**src/hw/rtl/dvfs_pkg.sv**
```systemverilog
`timescale 1ns / 1ps

package dvfs_pkg;

   localparam int VALUE_WIDTH = 16;
   localparam int CLASS_LIMIT = 2;

   localparam logic [1:0] CLASS_ONCE  = 2'd0;
   localparam logic [1:0] CLASS_TWICE = 2'd1;
   localparam logic [1:0] CLASS_MANY  = 2'd2;

   typedef struct packed {
      logic signed [VALUE_WIDTH-1:0] value;
      logic                          last_item;
   } req_type;

   typedef struct packed {
      logic signed [VALUE_WIDTH-1:0] distinct_value;
      logic [5:0]                    frequency;
      logic [1:0]                    frequency_class;
      logic [4:0]                    first_position;
      logic signed [VALUE_WIDTH-1:0] most_value;
      logic [5:0]                    most_count;
      logic signed [VALUE_WIDTH-1:0] least_value;
      logic [5:0]                    least_count;
      logic [5:0]                    distinct_total;
      logic                          overflow;
      logic                          last_result;
   } rsp_type;

endpackage

```
**src/hw/rtl/distinct_value_frequency_sort_unit.sv**
```systemverilog
`timescale 1ns / 1ps

// Counts the distinct values of a set (one value per item, last item marked)
// and, on the marked item, emits one result per distinct value in ascending
// signed order, each carrying its frequency, class, first position and the
// set-wide most/least repeated values (ties to the earliest seen). All
// table work runs through one RAM with a single read port: an unmarked
// item reads and compares table entries in turn until it finds its value
// or reaches the end, and the marked item adds one full table scan, read
// and compare per entry, before each result. req_ready is high only while
// idle: it stays low while an item's table search, and for a marked item
// each of its results up to the last, is pending. Items beyond DEPTH are
// dropped and flag overflow on the results of that set.
module distinct_value_frequency_sort_unit #(
   parameter int DEPTH = 32
) (
   input  logic              clock,
   input  logic              reset,
   input  logic              req_valid,
   output logic              req_ready,
   input  dvfs_pkg::req_type req_item,
   output logic              rsp_valid,
   input  logic              rsp_ready,
   output dvfs_pkg::rsp_type rsp_item
);

   import dvfs_pkg::*;

   localparam int IW = $clog2(DEPTH);
   localparam int CW = $clog2(DEPTH + 1);
   localparam int PW = IW;
   localparam int WW = VALUE_WIDTH + CW + PW;

   localparam logic [2:0] ST_IDLE     = 3'd0;
   localparam logic [2:0] ST_RD       = 3'd1;
   localparam logic [2:0] ST_CMP      = 3'd2;
   localparam logic [2:0] ST_SCAN_RD  = 3'd3;
   localparam logic [2:0] ST_SCAN_CMP = 3'd4;
   localparam logic [2:0] ST_EMIT     = 3'd5;

   logic [2:0] state_ff, state_in;
   logic [CW-1:0] used_ff, used_in, taken_ff, taken_in, emitted_ff, emitted_in;
   logic [IW-1:0] idx_ff, idx_in;
   logic ovf_ff, ovf_in, last_ff, last_in, have_best_ff, have_best_in;
   logic signed [VALUE_WIDTH-1:0] val_ff, val_in, prev_ff, prev_in;
   logic signed [VALUE_WIDTH-1:0] best_val_ff, best_val_in;
   logic [CW-1:0] best_cnt_ff, best_cnt_in;
   logic [PW-1:0] best_pos_ff, best_pos_in;
   logic signed [VALUE_WIDTH-1:0] most_val_ff, most_val_in, least_val_ff, least_val_in;
   logic [CW-1:0] most_cnt_ff, most_cnt_in, least_cnt_ff, least_cnt_in;

   logic          wr_en;
   logic [IW-1:0] wr_addr, rd_addr;
   logic [WW-1:0] wr_data, rd_data;
   logic signed [VALUE_WIDTH-1:0] rd_val;
   logic [CW-1:0] rd_cnt;
   logic [PW-1:0] rd_pos;
   logic [CW-1:0] idx_next;
   logic          more;
   logic          cand;

   dvfs_ram #(.WIDTH(WW), .DEPTH(DEPTH)) u_table (
      .clock   (clock),
      .wr_en   (wr_en),
      .wr_addr (wr_addr),
      .wr_data (wr_data),
      .rd_addr (rd_addr),
      .rd_data (rd_data)
   );

   assign rd_val   = rd_data[WW-1 -: VALUE_WIDTH];
   assign rd_cnt   = rd_data[PW +: CW];
   assign rd_pos   = rd_data[PW-1:0];
   assign idx_next = CW'(idx_ff) + CW'(1);
   assign more     = idx_next < used_ff;
   assign cand     = ((emitted_ff == '0) || (rd_val > prev_ff))
                     && (!have_best_ff || (rd_val < best_val_ff));
   assign rd_addr  = idx_ff;

   always_comb begin
      state_in     = state_ff;
      used_in      = used_ff;
      taken_in     = taken_ff;
      emitted_in   = emitted_ff;
      idx_in       = idx_ff;
      ovf_in       = ovf_ff;
      last_in      = last_ff;
      have_best_in = have_best_ff;
      val_in       = val_ff;
      prev_in      = prev_ff;
      best_val_in  = best_val_ff;
      best_cnt_in  = best_cnt_ff;
      best_pos_in  = best_pos_ff;
      most_val_in  = most_val_ff;
      most_cnt_in  = most_cnt_ff;
      least_val_in = least_val_ff;
      least_cnt_in = least_cnt_ff;
      wr_en        = 1'b0;
      wr_addr      = used_ff[IW-1:0];
      wr_data      = {val_ff, CW'(1), taken_ff[PW-1:0]};
      unique case (state_ff)
         ST_IDLE: begin
            if (req_valid) begin
               val_in  = req_item.value;
               last_in = req_item.last_item;
               idx_in  = '0;
               if (taken_ff >= CW'(DEPTH)) begin
                  ovf_in   = 1'b1;
                  state_in = ST_SCAN_RD;
                  if (!req_item.last_item) begin
                     state_in = ST_IDLE;
                  end else if (used_ff == '0) begin
                     state_in = ST_IDLE;
                     used_in  = '0;
                     taken_in = '0;
                     ovf_in   = 1'b0;
                  end
                  emitted_in   = '0;
                  have_best_in = 1'b0;
               end else if (used_ff == '0) begin
                  wr_en    = 1'b1;
                  wr_addr  = '0;
                  wr_data  = {req_item.value, CW'(1), taken_ff[PW-1:0]};
                  used_in  = CW'(1);
                  taken_in = taken_ff + CW'(1);
                  state_in = req_item.last_item ? ST_SCAN_RD : ST_IDLE;
                  emitted_in   = '0;
                  have_best_in = 1'b0;
               end else begin
                  state_in = ST_RD;
               end
            end
         end
         ST_RD: begin
            state_in = ST_CMP;
         end
         ST_CMP: begin
            if (rd_val == val_ff) begin
               wr_en    = 1'b1;
               wr_addr  = idx_ff;
               wr_data  = {rd_val, rd_cnt + CW'(1), rd_pos};
               taken_in = taken_ff + CW'(1);
               state_in = last_ff ? ST_SCAN_RD : ST_IDLE;
               idx_in   = '0;
            end else if (more) begin
               idx_in   = idx_next[IW-1:0];
               state_in = ST_RD;
            end else begin
               wr_en    = 1'b1;
               used_in  = used_ff + CW'(1);
               taken_in = taken_ff + CW'(1);
               state_in = last_ff ? ST_SCAN_RD : ST_IDLE;
               idx_in   = '0;
            end
            emitted_in   = '0;
            have_best_in = 1'b0;
         end
         ST_SCAN_RD: begin
            state_in = ST_SCAN_CMP;
         end
         ST_SCAN_CMP: begin
            if (cand) begin
               have_best_in = 1'b1;
               best_val_in  = rd_val;
               best_cnt_in  = rd_cnt;
               best_pos_in  = rd_pos;
            end
            if (emitted_ff == '0) begin
               if ((idx_ff == '0) || (rd_cnt > most_cnt_ff)) begin
                  most_val_in = rd_val;
                  most_cnt_in = rd_cnt;
               end
               if ((idx_ff == '0) || (rd_cnt < least_cnt_ff)) begin
                  least_val_in = rd_val;
                  least_cnt_in = rd_cnt;
               end
            end
            if (more) begin
               idx_in   = idx_next[IW-1:0];
               state_in = ST_SCAN_RD;
            end else begin
               state_in = ST_EMIT;
            end
         end
         ST_EMIT: begin
            if (rsp_ready) begin
               emitted_in   = emitted_ff + CW'(1);
               prev_in      = best_val_ff;
               idx_in       = '0;
               have_best_in = 1'b0;
               if (emitted_ff + CW'(1) == used_ff) begin
                  state_in = ST_IDLE;
                  used_in  = '0;
                  taken_in = '0;
                  ovf_in   = 1'b0;
               end else begin
                  state_in = ST_SCAN_RD;
               end
            end
         end
         default: begin
            state_in = ST_IDLE;
         end
      endcase
   end

   always_ff @(posedge clock) begin
      if (reset) begin
         state_ff     <= ST_IDLE;
         used_ff      <= '0;
         taken_ff     <= '0;
         ovf_ff       <= 1'b0;
         emitted_ff   <= '0;
         have_best_ff <= 1'b0;
      end else begin
         state_ff     <= state_in;
         used_ff      <= used_in;
         taken_ff     <= taken_in;
         ovf_ff       <= ovf_in;
         emitted_ff   <= emitted_in;
         have_best_ff <= have_best_in;
      end
      idx_ff       <= idx_in;
      last_ff      <= last_in;
      val_ff       <= val_in;
      prev_ff      <= prev_in;
      best_val_ff  <= best_val_in;
      best_cnt_ff  <= best_cnt_in;
      best_pos_ff  <= best_pos_in;
      most_val_ff  <= most_val_in;
      most_cnt_ff  <= most_cnt_in;
      least_val_ff <= least_val_in;
      least_cnt_ff <= least_cnt_in;
   end

   assign req_ready = (state_ff == ST_IDLE);
   assign rsp_valid = (state_ff == ST_EMIT);

   always_comb begin
      rsp_item.distinct_value = best_val_ff;
      rsp_item.frequency      = 6'(best_cnt_ff);
      if (best_cnt_ff > CW'(CLASS_LIMIT)) begin
         rsp_item.frequency_class = CLASS_MANY;
      end else if (best_cnt_ff == CW'(CLASS_LIMIT)) begin
         rsp_item.frequency_class = CLASS_TWICE;
      end else begin
         rsp_item.frequency_class = CLASS_ONCE;
      end
      rsp_item.first_position = 5'(best_pos_ff);
      rsp_item.most_value     = most_val_ff;
      rsp_item.most_count     = 6'(most_cnt_ff);
      rsp_item.least_value    = least_val_ff;
      rsp_item.least_count    = 6'(least_cnt_ff);
      rsp_item.distinct_total = 6'(used_ff);
      rsp_item.overflow       = ovf_ff;
      rsp_item.last_result    = (emitted_ff + CW'(1) == used_ff);
   end

endmodule

```
**src/hw/rtl/dvfs_ram.sv**
```systemverilog
`timescale 1ns / 1ps

module dvfs_ram #(
   parameter int WIDTH = 8,
   parameter int DEPTH = 32
) (
   input  logic                     clock,
   input  logic                     wr_en,
   input  logic [$clog2(DEPTH)-1:0] wr_addr,
   input  logic [WIDTH-1:0]         wr_data,
   input  logic [$clog2(DEPTH)-1:0] rd_addr,
   output logic [WIDTH-1:0]         rd_data
);

   logic [WIDTH-1:0] mem_ff [DEPTH];

   always_ff @(posedge clock) begin
      if (wr_en) begin
         mem_ff[wr_addr] <= wr_data;
      end
      rd_data <= mem_ff[rd_addr];
   end

endmodule

```
**config.mk**
```make
export PLATFORM = sky130hd
export DESIGN_NAME = distinct_value_frequency_sort_unit
export DESIGN_NICKNAME = d
export VERILOG_FILES = /design/src/hw/rtl/dvfs_pkg.sv /design/src/hw/rtl/distinct_value_frequency_sort_unit.sv /design/src/hw/rtl/dvfs_ram.sv
export SDC_FILE = /design/constraint.sdc
export NUM_CORES = 1
export LEC_CHECK = 0
export BUFFER_PORTS_ARGS = -buffer_cell sky130_fd_sc_hd__buf_2
export CORE_MARGIN = 4
export CORE_UTILIZATION = 57
export CTS_CLUSTER_SIZE = 16
export DETAILED_ROUTE_END_ITERATION = 8
export PLACE_DENSITY = 0.74
export SYNTH_ARGS = -nofsm -noshare
export SYNTH_HDL_FRONTEND = slang
export SYNTH_SLANG_ARGS = --single-unit
```
**constraint.sdc**
```tcl
create_clock -name clock -period 6.4 [get_ports clock]
set_clock_uncertainty 0.2 [all_clocks]
set_input_delay 1.28 -clock clock [delete_from_list [all_inputs] [get_ports clock]]
set_output_delay 1.28 -clock clock [all_outputs]
set_load 0.01 [all_outputs]
```
==> results of run 1 <==
-- area by class of cell --
class | instances | area [um^2] | share of cell area (%)
Clock inverter | 66 | 953.4 | 2.088
Timing Repair Buffer | 131 | 750.7 | 1.644
Antenna cell | 2 | 5.005 | 0.01096
Tap cell | 940 | 1176 | 2.575
Multi-Input combinational cell | 729 | 9732 | 21.31
Inverter | 61 | 242.7 | 0.5315
Sequential cell | 1023 | 30220 | 66.17
Clock buffer | 118 | 2590 | 5.671
-- power groups by stage --
stage / clock (mW) / sequential [mW] / combinational [mW]
detailed placement: 0 / 8.50 / 4.31
finish: 6.30 / 8.36 / 4.33
CTS: 6.36 / 8.36 / 4.34
global route: 6.67 / 8.39 / 4.57
floorplan: 0 / 8.37 / 2.75
global placement: 0 / 8.47 / 4.24
-- kinds of logic after synthesis --
group,Yosys count,synth area share [%]
AO/OA/AOI/OAI,124,2.100
XOR/XNOR,31,0.6740
buffers and inverters,147,1.553
AND/OR/NAND/NOR,202,2.550
adder cells (fa/ha/maj),57,1.764
flip-flops,1023,75.01
multiplexers,315,16.35
-- flip-flops by register name, indices dropped and copies added, names as in the netlist, 16 cells and up --
name / count
u_table.mem_ff: 864
u_table.rd_data: 27
best_val_ff: 16
least_val_ff: 16
most_val_ff: 16
prev_ff: 16
val_ff: 16
-- per-stage QoR --
stage / total power, mW / setup WS, ns / util, % / instances
floorplan: 11.12 / 1.874 / - / 1899
global placement: 12.71 / 2.025 / 60.15 / 2884
detailed placement: 12.80 / 1.923 / 60.15 / 2884
CTS: 19.05 / 1.808 / 65.21 / 3068
global route: 19.63 / 1.596 / 65.21 / 3068
finish: 19.00 / 1.764 / 65.21 / 3070
-- layer usage --
| layer | share of wire [%] | routed length [um] |
|---|---|---|
| met2 | 48 | 46980 |
| met4 | 3.0 | 2940 |
| met5 | 0.049 | 48 |
| met3 | 11 | 10960 |
| met1 | 38 | 37690 |
-- cell usage in the layout (no fill, tap or decap), drive strengths merged, types with 3 or more instances in the layout --
cell type,instances
a221oi,3
edfxtp,973
nor4,7
nor2b,8
ha,56
a311oi,3
or3,10
mux4,270
xnor2,26
nand2b,3
a211oi,5
mux2,44
a31oi,9
xor2,5
nor2,69
inv,63
o31ai,4
a21oi,30
a21o,24
and2,3
bufinv,22
buf,131
o21ai,21
o211ai,3
nor3,7
nand4,11
clkinvlp,5
clkbuf,118
and3,4
dfxtp,50
o21a,9
clkinv,37
nand3,24
nor3b,4
nand2,42
-- worst reg2reg max path, stage by stage (launching register included) --
cell and delay (ns):
dfxtp_1 0.56, inv_1 0.29, nor2_1 0.83, and2_1 0.61
a22oi_1 0.26, or3_1 0.63, nor2_4 0.82
-- worst paths after layout --
check	slack (ns)	cells after the start	endpoint
worst max-delay path	1.76	6	u_table.mem_ff[22][7]
worst min-delay path	0.28	0	prev_ff[6]
worst max register to register	1.76	6	u_table.mem_ff[22][7]
worst min register to register	0.28	0	prev_ff[6]
==> impl_metrics.csv, run 1 <==
group,metric,value,unit
power,p_switching,5.497,mW
setup_path,cp_num_buf_inv,1,
synthesis,synth.most_common_cell,"edfxtp_1",
power,leakagePower,15.16,nW
grt,grt_max_degree,145,
synthesis,yosys_warnings,0,
synthesis,synth-edff-count,973,
placement,port_buffers,103,
setup_path,path_delay_family,"simple AND/OR/NAND/NOR gates",
floorplan,dieArea,74990,um^2
synthesis,synth_area,40290,um^2
floorplan,initial_core_util,57.53,%
finish,fill_cells,4430,
timing,fmax,215.7,MHz
synthesis,seq_area_frac_synth,75.01,%
synthesis,yosys-top-cells-area,"edfxtp_1 73%, mux4_2 15%, dfxtp_1 2.5%, ha_1 1.7%, mux2_2 1.2%",
power,seqPwrFrac,44.0,%
power,swShare,28.93,%
clocking,cts_root_buffer,"clkbuf_16",
finish,fin_area,45670,um^2
floorplan,die_y,273.9,um
synthesis,ys_top_cells_by_count,"973 x edfxtp_1, 270 x mux4_2, 68 x nor2_1, 60 x inv_1, 56 x ha_1",
grt,top_usage_layer,"met2",
placement,gp_congestion,0.8566,
timing,rsz0062_at_grt,"no",
setup_path,worstPathRequired,6.46,ns
synthesis,yosysUniqueCellTypes,68,
timing,slew_violations,0,
synthesis,synth_ff_type,"edfxtp_1",
setup_path,r2r_start,"state_ff[1]",
power,clkPwrFrac,33.2,%
clocking,clock_sinks,1023,
clocking,clkTransAtPathRegs,0.06,ns
power,comb_power_share,22.8,%
clocking,post_cts_buffers,0,
timing,fin_setup_tns,0,ns
job,cap_violations,0,
finish,area_growth,13.36,%
setup_path,crit_start,"state_ff[1]",
synthesis,yosysTopAreaCell,"edfxtp_1",
grt,grt_pass1_wl,143100,um
setup_path,critPathCaptureType,"flop",
routing,routed_wl,98620,um
routing,drc,0,
floorplan,coreArea,70030,um^2
timing,hold_viol_final,0,
timing,fin_crit,4.636,ns
timing,worstMarginPinSlew,1.293,ns
synthesis,synth_top_area_share,72.53,%
power,irDropWorstVdd,0.3050,mV
setup_path,crit_chain,"inv_1 -> nor2_1 -> and2_1 -> a22oi_1 -> or3_1 -> nor2_4",
grt,grtUsageMet3,5.329,%
routing,drtAntennaViolNets,0,
routing,dr.pass1.iters,5,
grt,met1_usage,39.72,%
floorplan,die_w,273.9,um
floorplan,io_pins,104,
placement,place_area,42120,um^2
setup_path,cpPeakStageDelay,0.83,ns
timing,setup_viol,0,
grt,antenna_found_initial,12,
setup_path,critical_path_class,"flop to flop",
finish,num-nets-final,2122,
synthesis,syn_area_per_cell,21.21,um^2
synthesis,synth-seq-cells,1023,
clocking,htreeDepth,3,
hold_path,holdCritStartpoint,"best_val_ff[6]",
clocking,insertion_delay,0.68,ns
synthesis,syn-num-nets,1976,
synthesis,netlist_instances,1899,
clocking,cts_tree,"yes",
grt,use_met2,41.53,%
power,internal_power,13.50,mW
clocking,ctsHoldBuffers,0,
grt,grt_pass1_vias,19900,
clocking,cts_resized,0,
floorplan,num_rows,97,
setup_path,startpoint_type,"flop",
clocking,cts_buffers,99,
timing,maxSlewHeadroom,13.53,%
status,status,"complete, no violations",
clocking,cts.path.max_buffers,3,
routing,drt-initial-drc-count,3135,
finish,drive_above_1_share,30.78,%
timing,period_share,72.44,%
timing,whs,0.2846,ns
grt,grt-ovfl-total,0,
routing,vias,20270,
power,p_per_area,416.0,nW/um^2
setup_path,arrival,4.70,ns
setup_path,slowest_stage,"nor2_1",
synthesis,async_flop_share,0,%
routing,wire_per_inst,32.12,um
grt,grt_use_total,26.80,%
routing,vias_per_cell,6.601,
setup_path,path_max_fanout,27,
placement,place_hpwl,59450,um
hold_path,holdCritPathClass,"flop to flop",
No activity file was read; power rests on OpenSTA's default activity.
==> run 2: changes to the inputs <==
Settings changed: CORE_UTILIZATION 57 to 56, PLACE_DENSITY 0.74 to 0.76.
Clock period 6.4 ns to 4 ns, I/O delays scaled along.
==> run 2 against run 1 <==
Against the previous run:
- first-iteration DRC count decreased by 9.4%
- non-clock buffer count increased by 89
- clock-buffer cell count increased by 2
==> impl_metrics.csv, run 2 (synthesis gave the netlist of run 1 again) <==
group,metric,value,unit
timing,hold_viol_final,0,
routing,drtAntennaViolNets,0,
hold_path,holdCritPathClass,"primary input to flop",
clocking,ctsHoldBuffers,0,
clocking,post_cts_buffers,0,
timing,period_share,96.35,%
power,irDropWorstVdd,0.4965,mV
routing,dr.pass1.iters,6,
clocking,cts_resized,0,
floorplan,io_pins,104,
setup_path,worstPathRequired,4.15,ns
finish,area_growth,14.78,%
power,p_switching,8.168,mW
clocking,cts_tree,"yes",
setup_path,path_max_fanout,16,
placement,place_hpwl,56740,um
floorplan,die_y,276.2,um
setup_path,arrival,4.01,ns
clocking,cts.path.max_buffers,3,
finish,fin_area,46240,um^2
finish,top_register,"u_table.mem_ff",
clocking,cts_buffers,97,
grt,grt_pass1_wl,148500,um
finish,finalCoreUtilization,64.80,%
power,seqPwrFrac,45.6,%
clocking,insertion_delay,0.67,ns
floorplan,die_w,276.2,um
finish,largest_register_ff_count,864,
placement,gp_congestion,0.8738,
floorplan,initial_core_util,56.45,%
finish,fill_cells,4480,
placement,port_buffers,103,
floorplan,dieArea,76290,um^2
finish,num-nets-final,2209,
grt,antenna_found_initial,4,
grt,grt_max_degree,138,
setup_path,critPathCaptureType,"flop",
power,clkPwrFrac,32.1,%
timing,setup_slack,0.1458,ns
clocking,clock_sinks,1023,
setup_path,worstRegToRegCells,11,
timing,fmax,259.5,MHz
timing,setup_viol,0,
power,p_total,29.22,mW
clocking,htreeDepth,3,
routing,wire_per_inst,31.82,um
clocking,cts_root_buffer,"clkbuf_16",
power,swShare,27.96,%
finish,drive_above_1_share,33.03,%
hold_path,whs_path_depth,1,
routing,drt-initial-drc-count,2841,
routing,routed_wl,100700,um
power,comb_power_share,22.3,%
timing,maxSlewHeadroom,13.29,%
finish,ff_latch_area,30220,um^2
grt,grt_use_total,26.55,%
timing,fin_setup_tns,0,ns
placement,place_area,43010,um^2
setup_path,startpoint_type,"flop",
setup_path,critical_path_class,"flop to flop",
power,internal_power,21.05,mW
floorplan,coreArea,71360,um^2
routing,vias,20780,
finish,reg.largest.list,"u_table.mem_ff: 864 flops, u_table.rd_data: 27 flops",
timing,slew_violations,0,
routing,vias_per_cell,6.567,
grt,grt_pass1_vias,21510,
job,cap_violations,0,
timing,worstMarginPinSlew,1.296,ns
status,status,"complete, no violations",
routing,drc,0,
finish,mostFrequentLayoutCell,"edfxtp_1",
grt,grt-ovfl-total,0,
floorplan,num_rows,98,
placement,place_ws,0.2964,ns
finish,multi_input_area,9732,um^2
power,p_per_area,631.9,nW/um^2
power,leakagePower,15.50,nW
timing,rsz0062_at_grt,"no",
timing,fin_crit,3.854,ns
clocking,clkTransAtPathRegs,0.07,ns
finish,final_cell_mix,"973 x edfxtp_1, 270 x mux4_2, 103 x buf_2",
run 2: worst paths after layout:
kind,from,end,slack (ns)
max,idx_ff[1],u_table.mem_ff[12][6],0.15
max reg2reg,idx_ff[1],u_table.mem_ff[12][6],0.15
min,req_item[1],val_ff[0],0.13
min reg2reg,u_table.rd_data[0],best_pos_ff[0],0.25
run 2: layer usage:
metal	part of all wire [%]	vias to the layer above	track usage, %
li1	-	8336	-
met2	50	1508	43.55
met3	11	238	6.130
met1	35	10700	35.51
met5	0	-	0
met4	3.8	0	9.703
run 2: power groups by stage:
stage / clock, mW / sequential (mW) / combinational [mW]
2_1_floorplan: 0 / 13.4 / 4.40
3_3_place_gp: 0 / 13.5 / 6.22
3_5_place_dp: 0 / 13.5 / 6.39
4_1_cts: 9.49 / 13.3 / 6.50
5_1_grt: 9.99 / 13.4 / 6.92
6_report: 9.39 / 13.3 / 6.51
run 2: cell type report:
class | instances | area share [%]
Inverter | 61 | 0.5249
Timing Repair Buffer | 220 | 3.528
Clock buffer | 120 | 5.482
Multi-Input combinational cell | 729 | 21.05
Clock inverter | 60 | 1.491
Antenna cell | 1 | 0.005412
Tap cell | 950 | 2.571
Sequential cell | 1023 | 65.35
run 2: through the flow:
step / instances / hold slack [ns]
2_1_floorplan: 1899 / 0.2081
3_3_place_gp: 2983 / 0.2284
3_5_place_dp: 2983 / 0.2348
4_1_cts: 3163 / 0.09680
5_1_grt: 3163 / 0.1184
6_report: 3164 / 0.1336
run 2: critical path, stage by stage (launching register included):
cell and delay (ns):
edfxtp_1 0.47, ha_1 0.23, nand3_1 0.10, xnor2_1 0.16
ha_1 0.32, nand3_1 0.12, o21ai_4 0.22, o31ai_1 0.11
nand3b_1 0.33, or3_1 0.66, nor2_4 0.34, buf_12 0.24
